**config.mk**
```make
export PLATFORM = sky130hd
export DESIGN_NAME = position_group_centroid_top
export DESIGN_NICKNAME = d
export VERILOG_FILES = /design/src/rtl/pgc_pkg.sv /design/src/rtl/pgc_ctrl.sv /design/src/rtl/pgc_dp.sv /design/src/rtl/position_group_centroid_top.sv
export SDC_FILE = /design/constraint.sdc
export NUM_CORES = 1
export LEC_CHECK = 0
export ABC_AREA = 1
export BUFFER_PORTS_ARGS = -buffer_cell sky130_fd_sc_hd__clkbuf_2
export CORE_MARGIN = 2
export CORE_UTILIZATION = 52
export CTS_CLUSTER_SIZE = 16
export DETAILED_ROUTE_END_ITERATION = 16
export PLACE_DENSITY_LB_ADDON = 0.12
export SYNTH_ARGS = -nofsm -noshare
export SYNTH_HDL_FRONTEND = slang
export SYNTH_SLANG_ARGS = --single-unit
```
**constraint.sdc**
```tcl
create_clock -name clk -period 7 [get_ports clk]
set_input_delay 1.75 -clock clk [delete_from_list [all_inputs] [get_ports clk]]
set_output_delay 1.75 -clock clk [all_outputs]
set_load 0.02 [all_outputs]
```
**src/rtl/pgc_pkg.sv**
```systemverilog
// ----------------------------------------------------------------------------
// pgc_pkg
// Shared types and constants for the position group centroid block.
// ----------------------------------------------------------------------------
package pgc_pkg;

  localparam int MAX_POSITIONS = 4096;

  localparam int POS_W   = 12;
  localparam int SUM_W   = 24;
  localparam int COUNT_W = 13;
  localparam int THR_W   = 13;
  localparam int STEP_W  = 5;

  localparam int COUNT_MAX = (1 << COUNT_W) - 1;
  localparam int COUNT_CAP = (MAX_POSITIONS > COUNT_MAX) ? COUNT_MAX : MAX_POSITIONS;

  localparam logic [THR_W-1:0]  THRESHOLD_RESET = THR_W'(10);
  localparam logic [STEP_W-1:0] DIV_LAST_STEP   = STEP_W'(SUM_W - 1);

  typedef struct packed {
    logic [POS_W-1:0] position;
    logic             last_item;
  } pgc_in_t;

  typedef struct packed {
    logic [POS_W-1:0] center;
    logic             last_center;
  } pgc_out_t;

  // Commands from the controller to the datapath.
  typedef struct packed {
    logic latch_in;
    logic begin_group;
    logic accumulate;
    logic clear_group;
    logic start_div;
    logic load_out;
    logic out_last;
  } pgc_cmd_t;

  // Status from the datapath to the controller.
  typedef struct packed {
    logic group_open;
    logic joins;
    logic can_add;
    logic last_item;
    logic div_busy;
    logic div_done;
    logic out_free;
  } pgc_status_t;

endpackage

```
**src/rtl/pgc_ctrl.sv**
```systemverilog
// ----------------------------------------------------------------------------
// pgc_ctrl
// Sequencer that decides per item whether to join, close or start a group,
// and orders the divisions and result transfers.
// ----------------------------------------------------------------------------
module pgc_ctrl
  import pgc_pkg::*;
(
  input  logic        clk,
  input  logic        rst,
  input  logic        item_valid,
  output logic        item_stall,
  input  pgc_status_t status,
  output pgc_cmd_t    cmd
);

  typedef enum logic [6:0] {
    S_IDLE       = 7'b0000001,
    S_DECIDE     = 7'b0000010,
    S_DIV_CLOSE  = 7'b0000100,
    S_EMIT_CLOSE = 7'b0001000,
    S_START_LAST = 7'b0010000,
    S_DIV_LAST   = 7'b0100000,
    S_EMIT_LAST  = 7'b1000000
  } state_t;

  state_t state;
  state_t state_next;

  assign item_stall = (state != S_IDLE);

  always_ff @(posedge clk) begin
    if (rst) begin
      state <= S_IDLE;
    end else begin
      state <= state_next;
    end
  end

  always_comb begin
    state_next = state;
    cmd        = '0;
    unique case (state)
      S_IDLE: begin
        if (item_valid) begin
          cmd.latch_in = 1'b1;
          state_next   = S_DECIDE;
        end
      end
      S_DECIDE: begin
        if (!status.group_open) begin
          cmd.begin_group = 1'b1;
          state_next      = status.last_item ? S_START_LAST : S_IDLE;
        end else if (status.joins) begin
          cmd.accumulate = status.can_add;
          state_next     = status.last_item ? S_START_LAST : S_IDLE;
        end else begin
          cmd.start_div = 1'b1;
          state_next    = S_DIV_CLOSE;
        end
      end
      S_DIV_CLOSE: begin
        if (status.div_done) begin
          state_next = S_EMIT_CLOSE;
        end
      end
      S_EMIT_CLOSE: begin
        if (status.out_free) begin
          cmd.load_out    = 1'b1;
          cmd.begin_group = 1'b1;
          state_next      = status.last_item ? S_START_LAST : S_IDLE;
        end
      end
      S_START_LAST: begin
        cmd.start_div = 1'b1;
        state_next    = S_DIV_LAST;
      end
      S_DIV_LAST: begin
        if (status.div_done) begin
          state_next = S_EMIT_LAST;
        end
      end
      S_EMIT_LAST: begin
        if (status.out_free) begin
          cmd.load_out    = 1'b1;
          cmd.out_last    = 1'b1;
          cmd.clear_group = 1'b1;
          state_next      = S_IDLE;
        end
      end
      default: begin
        state_next = S_IDLE;
      end
    endcase
  end

  // A division is only ever started with the divider at rest.
  a_start_idle_div: assert property (@(posedge clk) disable iff (rst)
    cmd.start_div |-> !status.div_busy)
    else $error("division started while divider busy");

  // A result is only loaded when the output register can take it.
  a_load_free: assert property (@(posedge clk) disable iff (rst)
    cmd.load_out |-> status.out_free)
    else $error("result loaded into occupied output register");

endmodule

```
**src/rtl/pgc_dp.sv**
```systemverilog
// ----------------------------------------------------------------------------
// pgc_dp
// Group accumulator, bit-serial divider for the mean, threshold register and
// output register.
// ----------------------------------------------------------------------------
module pgc_dp
  import pgc_pkg::*;
(
  input  logic             clk,
  input  logic             rst,
  input  pgc_in_t          item,
  input  logic             cfg_we,
  input  logic [THR_W-1:0] cfg_wdata,
  input  pgc_cmd_t         cmd,
  output pgc_status_t      status,
  output logic             result_valid,
  input  logic             result_stall,
  output pgc_out_t         result
);

  logic [THR_W-1:0]   threshold;
  logic [POS_W-1:0]   pos_q;
  logic               last_q;
  logic               group_open;
  logic [POS_W-1:0]   group_start;
  logic [SUM_W-1:0]   group_sum;
  logic [COUNT_W-1:0] group_count;

  logic [SUM_W-1:0]   div_num;
  logic [COUNT_W-1:0] div_rem;
  logic [COUNT_W-1:0] div_den;
  logic [STEP_W-1:0]  div_step;
  logic               div_busy;
  logic               div_done;

  logic [POS_W-1:0]   distance;
  logic [SUM_W:0]     sum_ext;
  logic [COUNT_W:0]   trial;
  logic [COUNT_W:0]   trial_diff;
  logic               trial_ge;
  logic [COUNT_W-1:0] rem_next;

  assign distance = (pos_q >= group_start) ? (pos_q - group_start) : (group_start - pos_q);
  assign sum_ext  = {1'b0, group_sum} + {{(SUM_W + 1 - POS_W){1'b0}}, pos_q};

  assign trial      = {div_rem, div_num[SUM_W-1]};
  assign trial_diff = trial - {1'b0, div_den};
  assign trial_ge   = (trial >= {1'b0, div_den});
  assign rem_next   = trial_ge ? trial_diff[COUNT_W-1:0] : trial[COUNT_W-1:0];

  assign status.group_open = group_open;
  assign status.joins      = ({1'b0, distance} < threshold);
  assign status.can_add    = (group_count < COUNT_W'(COUNT_CAP)) && !sum_ext[SUM_W];
  assign status.last_item  = last_q;
  assign status.div_busy   = div_busy;
  assign status.div_done   = div_done;
  assign status.out_free   = !result_valid || !result_stall;

  always_ff @(posedge clk) begin
    if (rst) begin
      threshold <= THRESHOLD_RESET;
    end else if (cfg_we) begin
      threshold <= cfg_wdata;
    end
  end

  always_ff @(posedge clk) begin
    if (cmd.latch_in) begin
      pos_q  <= item.position;
      last_q <= item.last_item;
    end
  end

  always_ff @(posedge clk) begin
    if (rst) begin
      group_open  <= 1'b0;
      group_start <= '0;
      group_sum   <= '0;
      group_count <= '0;
    end else if (cmd.clear_group) begin
      group_open  <= 1'b0;
      group_start <= '0;
      group_sum   <= '0;
      group_count <= '0;
    end else if (cmd.begin_group) begin
      group_open  <= 1'b1;
      group_start <= pos_q;
      group_sum   <= {{(SUM_W - POS_W){1'b0}}, pos_q};
      group_count <= COUNT_W'(1);
    end else if (cmd.accumulate) begin
      group_sum   <= sum_ext[SUM_W-1:0];
      group_count <= group_count + COUNT_W'(1);
    end
  end

  // Restoring division, one quotient bit per cycle; the quotient shifts
  // into the dividend register from the bottom.
  always_ff @(posedge clk) begin
    if (rst) begin
      div_busy <= 1'b0;
      div_done <= 1'b0;
      div_step <= '0;
    end else if (cmd.start_div) begin
      div_busy <= 1'b1;
      div_done <= 1'b0;
      div_step <= '0;
    end else if (div_busy) begin
      div_step <= div_step + STEP_W'(1);
      if (div_step == DIV_LAST_STEP) begin
        div_busy <= 1'b0;
        div_done <= 1'b1;
      end
    end
  end

  always_ff @(posedge clk) begin
    if (cmd.start_div) begin
      div_num <= group_sum;
      div_rem <= '0;
      div_den <= group_count;
    end else if (div_busy) begin
      div_num <= {div_num[SUM_W-2:0], trial_ge};
      div_rem <= rem_next;
    end
  end

  always_ff @(posedge clk) begin
    if (rst) begin
      result_valid <= 1'b0;
    end else if (cmd.load_out) begin
      result_valid <= 1'b1;
    end else if (!result_stall) begin
      result_valid <= 1'b0;
    end
  end

  always_ff @(posedge clk) begin
    if (cmd.load_out) begin
      result.center      <= div_num[POS_W-1:0];
      result.last_center <= cmd.out_last;
    end
  end

  // An open group always holds between one and the capped number of positions.
  a_count_range: assert property (@(posedge clk) disable iff (rst)
    group_open |-> (group_count != '0) && (group_count <= COUNT_W'(COUNT_CAP)))
    else $error("group count out of range");

  // A started division keeps the divider busy in the following cycle.
  a_div_runs: assert property (@(posedge clk) disable iff (rst)
    cmd.start_div |=> div_busy && !div_done)
    else $error("divider did not start");

  // Completion is only flagged at the end of a running division.
  a_div_done: assert property (@(posedge clk) disable iff (rst)
    $rose(div_done) |-> $past(div_busy) && (div_step == '0 || !div_busy))
    else $error("divider completed without running");

endmodule

```
**src/rtl/position_group_centroid_top.sv**
```systemverilog
// ----------------------------------------------------------------------------
// position_group_centroid_top
// Groups a stream of edge positions and emits each group's truncated mean.
// ----------------------------------------------------------------------------
// Sequence: an item that closes no group is taken by a transfer and a
//   decision; a mean that closes a group adds the divider steps, a state to
//   see completion and an output load, and the list's final mean adds a
//   state that starts its division; the load waits for a free output register.
// Throughput: one item at a time; the serial divider (one quotient bit per
//   cycle over a 24-bit sum) sets the cost of every closed group.
// Reset: synchronous, active high; clears the group state, the divider
//   control and the output valid, and loads the threshold with 10.
// ----------------------------------------------------------------------------
module position_group_centroid_top
  import pgc_pkg::*;
(
  input  logic             clk,
  input  logic             rst,
  // Input channel: one edge position per transfer.
  input  logic             item_valid,
  output logic             item_stall,
  input  pgc_in_t          item,
  // Output channel: one group mean per transfer.
  output logic             result_valid,
  input  logic             result_stall,
  output pgc_out_t         result,
  // Threshold register write.
  input  logic             cfg_we,
  input  logic [THR_W-1:0] cfg_wdata
);

  // The controller and the datapath talk only through these two bundles.
  pgc_cmd_t    cmd;
  pgc_status_t status;

  // The controller takes one item at a time, runs the divider when a group
  // closes or the list ends, and waits for the output register to be free
  // before loading a result. The output register lets a new item be taken
  // while the previous result still waits for its transfer.
  pgc_ctrl u_ctrl (
    .clk        (clk),
    .rst        (rst),
    .item_valid (item_valid),
    .item_stall (item_stall),
    .status     (status),
    .cmd        (cmd)
  );

  // The datapath holds the threshold, the open group's start, sum and count,
  // the bit-serial divider and the output register.
  pgc_dp u_dp (
    .clk          (clk),
    .rst          (rst),
    .item         (item),
    .cfg_we       (cfg_we),
    .cfg_wdata    (cfg_wdata),
    .cmd          (cmd),
    .status       (status),
    .result_valid (result_valid),
    .result_stall (result_stall),
    .result       (result)
  );

endmodule

```
# == Word level (Yosys, flattened, before mapping) ==
# Cells that the tools add are included.
# word_totals
reg_bits,154
word_cells,92
in_bits,31
out_inout_bits,15
# classes
add_sub_neg,6
n_reduce_logical,12
mux,36
n_eq_ne,15
order_cmp,4
# op_table
operator,n
7-bit 2-to-1 mux,7
7-bit one-hot mux with 7 select lines,1
24-bit 2-to-1 mux,2
12-bit 2-to-1 mux,3
24-bit by 12-bit adder with 25-bit output,1
12-bit subtractor,2
1-bit 2-to-1 mux,17
14-bit by 13-bit >= comparator with 1-bit output,1
"13-bit by 1-bit adder with 13-bit output, second input constant",1
12-bit by 13-bit < comparator with 1-bit output,1
"13-bit < comparator, second input constant",1
13-bit 2-to-1 mux,1
13-bit subtractor,1
12-bit >= comparator,1
"7-bit by 1-bit == test with 1-bit output, second input constant",1
"7-bit by 2-bit == test with 1-bit output, second input constant",1
"7-bit by 3-bit == test with 1-bit output, second input constant",1
"7-bit by 4-bit == test with 1-bit output, second input constant",1
"7-bit by 5-bit == test with 1-bit output, second input constant",1
"7-bit by 6-bit == test with 1-bit output, second input constant",1
"7-bit == test, second input constant",1
"7-bit by 1-bit inequality test with 1-bit output, second input constant",1
"2-bit by 1-bit inequality test with 1-bit output, second input constant",3
"2-bit inequality test, second input constant",3
13 further kinds,19

# == Logic depth before layout (Yosys ltp) ==
# Gate-level depths: netlist of run 1.
# logic_depth
ltp_word,8
depth_mapped,27
depth_no_buf,25

# == Modules after synthesis ==
# A second synthesis of run 1 with hierarchy kept.
# unflattened
hier_cells,1292
area_unflattened_um2,9494.1
# by_module_without_submodules
mod,cells_each,instances,area_per_inst_um2,seq_area_each_um2
pgc_dp,1193,1,8926.1,3573.4
pgc_ctrl,99,1,568.0,140.1

# == Worst setup path after synthesis of run 1 ==
# No wires, ideal clock.
# synth_timing
path_kind,register -> register
start,reg u_dp.pos_q[0]
end,reg u_dp.div_num[0] (enable)
path_stages_with_launch,25
setup_ps,379
synth_period_minus_slack_ps,3935
slack_ps,3065
required_ps,6621
arrival_time_ps,3556
path_buffers,1
path_cell_list,edfxtp_1 > inv_1 > ha_1 > inv_1 > fa_1 > nand2_1 > nand2_1 > nand4_1 > nand3_1 > a21oi_1 > buf_2 > nand2_1 > nand2_1 > inv_1 > ha_1 > inv_1 > nor3_2 > nand2_1 > inv_1 > nand2_1 > nand2_2 > nand2_1 > nand2_2 > nor2_2 > inv_1
# synth_between
elab_chain_len,7
word_cells_on_any_way,9
classes_between,add/sub: 2; order compare: 2; mux: 4; reduce/logical: 1
# synth_rtl
item,line,text
from (decl),pgc_dp.sv:22,logic [POS_W-1:0] pos_q;
from (signal assigned),pgc_dp.sv:69,pos_q <= item.position;
12-bit subtractor or 12-bit >= comparator (tied branches),pgc_dp.sv:43,assign distance = (pos_q >= group_start) ? (pos_q - group_start) : (group_start - pos_q);
12-bit 2-to-1 mux (*),pgc_dp.sv:43,
12-bit by 13-bit < comparator with 1-bit output (*),pgc_dp.sv:52,"assign status.joins = ({1'b0, distance} < threshold);"
1-bit 2-to-1 mux (*),pgc_ctrl.sv:54,end else if (status.joins) begin
1-bit 2-to-1 mux (*),pgc_ctrl.sv:51,if (!status.group_open) begin
1-bit one-hot mux with 2 select lines (*),pgc_ctrl.sv:43,unique case (state)
2-bit nonzero test (no line) (*),-,
to (signal assigned),pgc_dp.sv:118,div_num <= group_sum;
to (signal assigned),pgc_dp.sv:122,"div_num <= {div_num[SUM_W-2:0], trial_ge};"
to (decl),pgc_dp.sv:29,logic [SUM_W-1:0] div_num;
# Mark *: on every way between the ends. The rest lies on a longest branch, timed or not.
# A chain may end at the register's enable or synchronous reset.

# == Worst setup path after layout of run 1 ==
# layout_timing
start,reg u_dp.pos_q[0]
end,reg u_dp.div_num[16] (enable)
# Same word-level chain as after synthesis.

==> impl_summary.md, run 1 <==
Power and ir drop
Across the VDD grid, the largest voltage drop is 0.3993 mV. The combinational cell fraction of total power is 46.9%. The cell-internal power is 0.002179 W. In this run the static leakage power is 4.755 nW. Summed over all nets, the switching power comes to 0.001712 W. The share of total power consumed by net switching is 44.00%. Sequential cells account for 29.4% of the total power.

Power spread over the standard cell area amounts to 376.4 nW/um^2. The clock share of power is 23.7%.

Clocking
Buffers inserted during clock tree synthesis total 17. The clock-pin transition on the worst setup and hold timing paths is 70 ps. The tree built by TritonCTS fans out to 154 sinks. Once the clock tree was built, the resizer swapped 0 gates to a different size. Once the clock tree was built, the setup fixing pass inserted 0 buffers. The number of buffers between clock root and the deepest sink is 2. The count of H-tree levels built during CTS is 4.

The number of hold buffers added after CTS was 0. The clock tree root driver cell is sky130_fd_sc_hd__clkbuf_16. TritonCTS built the clock tree. The latest clock arrival within the worst-skew pair is 430 ps.

Critical path
The worst setup path is captured at a flip-flop. In this run the worst path has a maximum fanout of 29. The worst setup path is launched from a flip-flop. The data required time at the worst endpoint is 7020 ps.

The type of the worst setup path is flip-flop to flip-flop. At the worst endpoint, the arrival time is 5500 ps. In this run the worst setup path begins at u_dp.pos_q[0]. The launch point of the worst reg-to-reg path is u_dp.pos_q[0].

Logic synthesis
Among all flip-flop cells after synthesis, the most frequent one is sky130_fd_sc_hd__dfxtp_1. Synthesis instantiated 45 different standard cells from the library. The Yosys step of the flow raised 0 warnings. The number of flip-flops and latches in the synthesized netlist is 154. The cell area after technology mapping is 9405 sq um.

After synthesis, the share of flip-flops with an asynchronous set or reset is 0%. The cell type with the largest total area after synthesis is sky130_fd_sc_hd__edfxtp_1. Sequential cells were found to cover 39.48% of the synthesized design area.

Counting flops with a built-in enable in the synthesized netlist gives 63. Ranked by total cell area, the synthesized netlist is headed by sky130_fd_sc_hd__edfxtp_1 (20%), sky130_fd_sc_hd__dfxtp_1 (19%), sky130_fd_sc_hd__nand2_1 (14%). Synthesis produced a netlist with a net count of 1361. The area fraction of the dominant cell type after synthesis is 20.11%. The gate count after technology mapping is 1265.

In this run the mean area of a mapped cell was 7.435 sq um.

Status
The run finished with clean final reports.

Routing
For this run, design rule violations remaining after detail routing come to 0. The via count is 8004. The DRC violation total after the first TritonRoute iteration is 484.

The sum of routed wire length over all layers is 21920 um. The post-detailed-route wirelength per cell is 14.22 um. The number of optimization iterations in the first detailed-route pass is 5. The post-detailed-route count of antenna-violating nets is 0. Dividing the detail-routed via count by the number of cells gives 5.191.

Global routing
The pin count of the biggest net entering global routing is 38. The initial antenna violation count was 0. After global routing the overflow that remains totals 0. Global routing used 23.53% of the available tracks across all layers.

The number of global-route vias before repair came to 7729. The first global-routing pass estimated 37140 um of wire.

Timing
The worst pin sits at a relative slew slack of 35.95%. Setup violations remaining at the end of the flow were counted as 0. Setup repair after global routing left no endpoint under its margin. The setup skew after layout is 15.55 ps. Setup total negative slack on the finished layout was measured at 0 ps. Based on the critical path, the design can be clocked at up to 0.1824 GHz. At the pin with the least slew margin, the transition time is 958.4 ps. In the finished design, the share of the clock period the worst path needs comes to 78.32%. The final critical delay including setup and external delays is 5482 ps.

The total count of max-transition violations in the final report is 0. The final count of hold timing violations is 0.

Flow run
The number of max-cap violations is 0.

Floorplanning
The floorplan step set the die width to 138.5 um. The die is 138.5 um tall. In this run the standard cell core region covers 17840 sq um. The floorplan step defined a die boundary enclosing 19180 sq um. The top-level I/O count is 46. The number of core rows is 49. The starting utilization of the core area is 52.72%.

Layout
The sequential cells in the finished layout cover a total of 3714 sq um. The finished cells cover 10340 sq um. In the final layout, the share of cells above drive strength 1 is 8.835%. Cells fill 57.95% of the core in the end. The final layout contains 1396 nets. 0 antenna diodes ended up in the layout. The synthesis-to-layout area growth is 9.925%.

The fill cell instance count of the final layout is 1711. Summing all multi-input logic gate instances after layout gives 4786 sq um. The finished layout holds 1542 standard cells, fillers aside.

Min path
The worst min-delay path category is flip-flop to flip-flop. In this run the most critical hold path is launched from u_dp.div_num[9].

Placed design
The instance area at placement is 9759 sq um. The instance count after placement with tap cells included is 1510. The count of buffers from port buffering is 45. The HPWL after detailed placement is 16740 um. At the end of routability-driven placement, the weighted congestion stood at 0.9121.
[layout make-up]
class,count,share of cell area (%)
flip-flops and latches,154,35.92
multi-input cells,885,46.29
clock buffers,17,4.115
inverters,195,7.092
repair buffers,47,2.324
clock inverters,15,1.489
well taps,229,2.771
[per-stage QoR]
stage	power, W	hold slack (ps)	setup slack, ps
floorplan	0.002568	426.8	3065
global placement	0.002961	433.3	1649
detailed placement	0.002982	438.0	1461
CTS	0.003906	455.8	1444
global route	0.004243	473.3	757.9
finish	0.003891	453.8	1518
[layout by cell type (no fill, tap or decap), types with 2 or more instances in the layout]
master                      count
sky130_fd_sc_hd__nand2_1      356
sky130_fd_sc_hd__inv_1        187
sky130_fd_sc_hd__nor2_1        91
sky130_fd_sc_hd__dfxtp_1       91
sky130_fd_sc_hd__a21oi_1       78
sky130_fd_sc_hd__o21ai_0       68
sky130_fd_sc_hd__nand3_1       66
sky130_fd_sc_hd__edfxtp_1      63
sky130_fd_sc_hd__ha_1          61
sky130_fd_sc_hd__clkbuf_2      45
sky130_fd_sc_hd__xor2_1        29
sky130_fd_sc_hd__nand4_1       26
sky130_fd_sc_hd__nor3_1        19
sky130_fd_sc_hd__clkbuf_16     17
sky130_fd_sc_hd__xnor2_1       13
sky130_fd_sc_hd__o22ai_1       12
sky130_fd_sc_hd__o211ai_1      10
sky130_fd_sc_hd__nand2_2        9
sky130_fd_sc_hd__inv_2          7
sky130_fd_sc_hd__inv_6          6
sky130_fd_sc_hd__a21o_1         5
sky130_fd_sc_hd__nand3_2        5
sky130_fd_sc_hd__nor2_4         4
sky130_fd_sc_hd__fa_1           4
sky130_fd_sc_hd__inv_8          4
sky130_fd_sc_hd__nor2_2         3
sky130_fd_sc_hd__a31oi_1        3
sky130_fd_sc_hd__o21ai_1        3
sky130_fd_sc_hd__clkinv_2       3
sky130_fd_sc_hd__a21boi_1       2
sky130_fd_sc_hd__nor3b_1        2
sky130_fd_sc_hd__a21boi_0       2
sky130_fd_sc_hd__a21oi_2        2
sky130_fd_sc_hd__a211oi_1       2
sky130_fd_sc_hd__nand3b_1       2
sky130_fd_sc_hd__buf_4          2
[critical path: stages (launching register included)]
cell	delay, ps
sky130_fd_sc_hd__edfxtp_1	440
sky130_fd_sc_hd__inv_1	80
sky130_fd_sc_hd__ha_1	160
sky130_fd_sc_hd__inv_1	70
sky130_fd_sc_hd__fa_1	410
sky130_fd_sc_hd__nand2_1	90
sky130_fd_sc_hd__nand2_1	110
sky130_fd_sc_hd__nand4_1	100
sky130_fd_sc_hd__nand3_1	80
sky130_fd_sc_hd__a21oi_1	670
sky130_fd_sc_hd__inv_2	210
sky130_fd_sc_hd__nand2_1	130
sky130_fd_sc_hd__nand2_1	60
sky130_fd_sc_hd__inv_1	50
sky130_fd_sc_hd__ha_1	220
sky130_fd_sc_hd__nand2_1	80
sky130_fd_sc_hd__inv_1	40
sky130_fd_sc_hd__nand2_1	50
sky130_fd_sc_hd__nand2_1	70
sky130_fd_sc_hd__a21oi_2	210
sky130_fd_sc_hd__nand2_2	150
sky130_fd_sc_hd__nand2_1	120
sky130_fd_sc_hd__nand2_2	350
sky130_fd_sc_hd__nor2_2	550
sky130_fd_sc_hd__inv_1	550
[Yosys cell counts, types with 2 or more instances]
cell,number
sky130_fd_sc_hd__a21o_1,5
sky130_fd_sc_hd__o21ai_0,68
sky130_fd_sc_hd__ha_1,61
sky130_fd_sc_hd__buf_2,14
sky130_fd_sc_hd__fa_1,4
sky130_fd_sc_hd__nand3b_1,2
sky130_fd_sc_hd__nand3_2,5
sky130_fd_sc_hd__clkbuf_1,9
sky130_fd_sc_hd__a21boi_1,2
sky130_fd_sc_hd__o22ai_1,12
sky130_fd_sc_hd__buf_6,4
sky130_fd_sc_hd__nand3_1,66
sky130_fd_sc_hd__dfxtp_1,91
sky130_fd_sc_hd__xor2_1,29
sky130_fd_sc_hd__nor2_2,3
sky130_fd_sc_hd__a21boi_0,2
sky130_fd_sc_hd__inv_1,187
sky130_fd_sc_hd__o21ai_1,3
sky130_fd_sc_hd__nand4_1,26
sky130_fd_sc_hd__buf_4,2
sky130_fd_sc_hd__nor3b_1,2
sky130_fd_sc_hd__nor3_1,19
sky130_fd_sc_hd__edfxtp_1,63
sky130_fd_sc_hd__a21oi_2,2
sky130_fd_sc_hd__nand2_1,356
sky130_fd_sc_hd__o211ai_1,10
sky130_fd_sc_hd__a211oi_1,2
sky130_fd_sc_hd__inv_2,7
sky130_fd_sc_hd__nor2_1,91
sky130_fd_sc_hd__a21oi_1,78
sky130_fd_sc_hd__nor2_4,4
sky130_fd_sc_hd__xnor2_1,13
sky130_fd_sc_hd__a31oi_1,3
sky130_fd_sc_hd__nand2_2,9
[sequential cells by signal (all words and copies together) (netlist names)]
register,flops
u_dp.last_q,1
u_dp.group_open,1
u_dp.group_sum,24
u_dp.result_valid,1
u_dp.div_done,1
u_ctrl.state,7
u_dp.group_count,13
u_dp.threshold,13
u_dp.group_start,12
u_dp.div_busy,1
u_dp.result,13
u_dp.pos_q,12
u_dp.div_rem,13
u_dp.div_den,13
u_dp.div_num,24
u_dp.div_step,5
[metal layers]
metal,share of wire (%),routed length (um),vias to the layer above,GRT usage [%]
met5,0,0,-,0
met4,1.6,355,0,6.874
met3,3.3,727,23,4.364
met2,47,10290,131,39.08
met1,48,10550,3676,31.52
li1,-,-,4174,-
[final timing paths]
check | slack (ps) | cells past startpoint | to
worst min register to register | 450 | 0 | u_dp.result[10]
worst min-delay path | 450 | 0 | u_dp.result[10]
worst max register to register | 1520 | 24 | u_dp.div_num[16]
worst max-delay path | 1520 | 24 | u_dp.div_num[16]
[power by group through the flow]
stage / registers, W / clock network (W) / logic, W
2_1_floorplan: 0.00114 / 0 / 0.00143
3_3_place_gp: 0.00116 / 0 / 0.00180
3_5_place_dp: 0.00116 / 0 / 0.00182
4_1_cts: 0.00114 / 0.000931 / 0.00183
5_1_grt: 0.00116 / 0.000963 / 0.00212
6_report: 0.00114 / 0.000923 / 0.00183
[cell families after synthesis]
| kind of cell | after synthesis | share of synthesized area [%] |
|---|---|---|
| xor+xnor | 42 | 3.911 |
| flops | 154 | 39.48 |
| compound gates | 189 | 11.07 |
| simple gates | 589 | 26.94 |
| buf+inv | 226 | 9.631 |
| fa+ha+maj | 65 | 8.966 |
No activity file was read; power rests on OpenSTA's default activity.
==> run 2, diff against run 1 <==
- clock period: 7 -> 5.2 ns (I/O delays scaled with it)
==> run 2 against run 1 <==
Sequential share of layout area down 0.30 points. Design area up 0.85%. Clock-buffer cell count unchanged. Largest power group unchanged. Largest cell class unchanged.
==> impl_summary.md, run 2 (synthesized netlist as in run 1, its figures left out) <==
Floorplanning
The number of core rows is 49 (unchanged). The die extent in y is 138.5 um (unchanged). The overall die width is 138.5 um (unchanged). The top-level I/O count was 46 (unchanged). The die area was 19180 sq um (unchanged). The placeable core area is 17840 sq um (unchanged). The starting utilization of the core area came to 52.72% (unchanged).

Clocking
The count of clock tree sinks is 154 (unchanged). The count of cells resized by post-cts repair was 0 (unchanged). The latest clock arrival within the worst-skew pair is 430 ps (about the same).

The post-CTS setup buffer count is 0 (unchanged). The number of buffers between clock root and the deepest sink was 2 (unchanged). The number of clock buffers inserted by TritonCTS is 17 (unchanged). The clock-pin transition on the worst setup and hold timing paths is 70 ps (about the same). The clock tree root driver cell is sky130_fd_sc_hd__clkbuf_16.

The CTS tree is yes. The number of buffers added to fix hold violations after cts came to 0 (unchanged). The count of H-tree levels built during CTS is 4 (unchanged).

Global routing
The initial antenna violation count is 0 (unchanged). The global-route usage over all layers is 23.76% (+0.23 points). The pin count of the biggest net entering global routing came to 30 (-21%).

The aggregate global routing overflow was 0 (unchanged). The number of global-route vias before repair came to 7652 (-1.0%). The global-route wire length before repair came to 37070 um (-0.19%).

Critical path
By instance count, the cell type seen most on the critical path is sky130_fd_sc_hd__nand2_1. The maximum net fanout on the critical path is 25 (-14%). The critical path is of the flip-flop to flip-flop type.

Walking the worst path, the cells encountered are ha_1 > nand2_1 > nor3_1 > nand4_1 > nand3_1 > a21oi_1 > buf_4 > inv_2 > nand2_1 > nand2_1 > inv_1 > ha_1 > nand2_1 > nor3_2 > nand2_1 > inv_1 > nand2_1 > nand2_2 > nand2_1 > nand2_2 > nor2_2 > inv_1. The startpoint type of the worst setup path is a flip-flop. The data required time at the worst endpoint is 5250 ps (-1770 ps). The kind of end point of the critical path is a flip-flop.

The slowest stage of the critical path is the sky130_fd_sc_hd__inv_1 cell. The data arrival time at the worst-slack endpoint is 4530 ps (-970 ps). The delay of the slowest critical-path stage is 720 ps (+50 ps).

Routing
The DRC violation total after the first TritonRoute iteration is 472 (-2.5%). The number of design rule violations left after detail routing is 0 (unchanged). The sum of routed wire length over all layers is 22070 um (+0.66%). The via count is 8059 (+0.69%). The post-detailed-route wirelength per cell came to 14.26 um (+0.33%).

The number of optimization iterations in the first detailed-route pass is 5 (unchanged). The number of vias per cell after detailed routing is 5.209 (+0.36%). The post-detailed-route count of antenna-violating nets came to 0 (unchanged).

Timing
The total count of max-transition violations in the final report is 0 (unchanged). The setup skew after layout was 10.07 ps (-5.488 ps). The transition time of the tightest slew-check pin is 986.2 ps (+27.86 ps). Setup repair after global routing left no endpoint under its margin. The relative slew slack came to 34.18% (-1.8 points). The final count of hold timing violations is 0 (unchanged). The final-report setup violation count was 0 (unchanged). The final sum of negative setup slack was 0 ps (unchanged). The final critical delay including setup and external delays is 4474 ps (-1008 ps). The post-route clock period utilization is 86.04% (+7.7 points). The maximum clock frequency was 0.2235 GHz (+23%).

Layout
The synthesis-to-layout area growth is 10.85%. The non-filler instance count after layout is 1547 (+0.32%). The total inserted antenna cells is 0 (unchanged).

The largest registers in the layout are u_dp.div_num: 24 flops, u_dp.group_sum: 24 flops. The proportion of layout cells with a drive suffix above 1 was 9.181% (+0.35 points). The final layout net count was 1401 (+0.36%). The fill cell instance count of the final layout was 1682 (-1.7%). Leaving out fill and tap cells, the most frequent cells in the layout are sky130_fd_sc_hd__nand2_1 (356), sky130_fd_sc_hd__inv_1 (187), sky130_fd_sc_hd__nor2_1 (91), sky130_fd_sc_hd__dfxtp_1 (91), sky130_fd_sc_hd__a21oi_1 (78). The share of the core filled with cells in the final layout is 58.44% (+0.49 points). The most frequent standard cell in the layout excluding fill and tap cells is sky130_fd_sc_hd__nand2_1.

Placed design
The count of buffers from port buffering is 45 (unchanged). The HPWL after detailed placement came to 16800 um (+0.36%). The instance count after placement with tap cells included came to 1515 (+0.33%). The placer congestion estimate is 0.9416 (+3.2%).

Power and ir drop
The worst-case vdd ir drop is 0.5052 mV (+27%). The total leakage power is 4.796 nW (+0.87%). The overall power after layout was 0.005310 W (+36%). The power per cell area is 509.3 nW/um^2 (+35%).

Status
The run finished with clean final reports.

Min path
The worst min-delay path category is flip-flop to flip-flop.

Flow run
The number of max-cap violations is 0 (unchanged).
==> run 2: changes by cell type in the layout (fill, tap and decap cells not counted), sizes merged <==
cell    delta
buf        +5
inv        -3
clkinv     +2
bufinv     +1
==> run 2: path summary, 6_finish.rpt <==
check                   startpoint              end  slack [ps]  cells after the start
setup / recovery     u_dp.pos_q[8]  u_dp.div_num[4]         730                     22
hold / removal    u_dp.div_num[11]  u_dp.result[12]         460                      0
setup reg to reg     u_dp.pos_q[8]  u_dp.div_num[4]         730                     22
hold reg to reg   u_dp.div_num[11]  u_dp.result[12]         460                      0
==> run 2: power by group <==
group          switching, W  internal [W]
Clock              0.000582      0.000737
Sequential         0.000123       0.00142
Combinational       0.00161      0.000840
Total               0.00232       0.00299
==> run 2: per-layer routing <==
metal	wire length (um)	GRT usage, %	vias to the layer above
met5	0	0	-
met4	469	7.680	0
met3	807	4.260	33
met2	10280	39.00	152
met1	10510	32.00	3676
li1	-	-	4198
==> run 2: worst max-delay path: cells and delay by family, from the launching register on <==
| family | cells | cell delay (ps) |
|---|---|---|
| and+or+nand+nor | 14 | 1610 |
| adders and majority gates | 2 | 760 |
| AOI/OAI and AO/OA | 1 | 50 |
| DFF | 1 | 490 |
| buffers and inverters | 5 | 1160 |
==> run 2: area by class of cell <==
class / count / area [sq um] / area share (%)
clock buffer: 17 / 425.4 / 4.080
multi-input combinational: 885 / 4786 / 45.90
sequential: 154 / 3714 / 35.62
clock inverter: 15 / 203.9 / 1.956
inverter: 195 / 733.2 / 7.032
tap: 229 / 286.5 / 2.748
timing repair buffer: 52 / 277.8 / 2.664
==> run 2: per-stage QoR <==
| step | hold slack (ps) | setup slack, ps | instance area (sq um) |
|---|---|---|---|
| 6_report | 457.6 | 726.0 | 10430 |
| 5_1_grt | 469.6 | 239.9 | 10430 |
| 4_1_cts | 458.5 | 677.0 | 10430 |
| 3_5_place_dp | 439.4 | 711.4 | 9797 |
| 3_3_place_gp | 434.0 | 758.5 | 9797 |
| 2_1_floorplan | 426.8 | 1265 | 9405 |
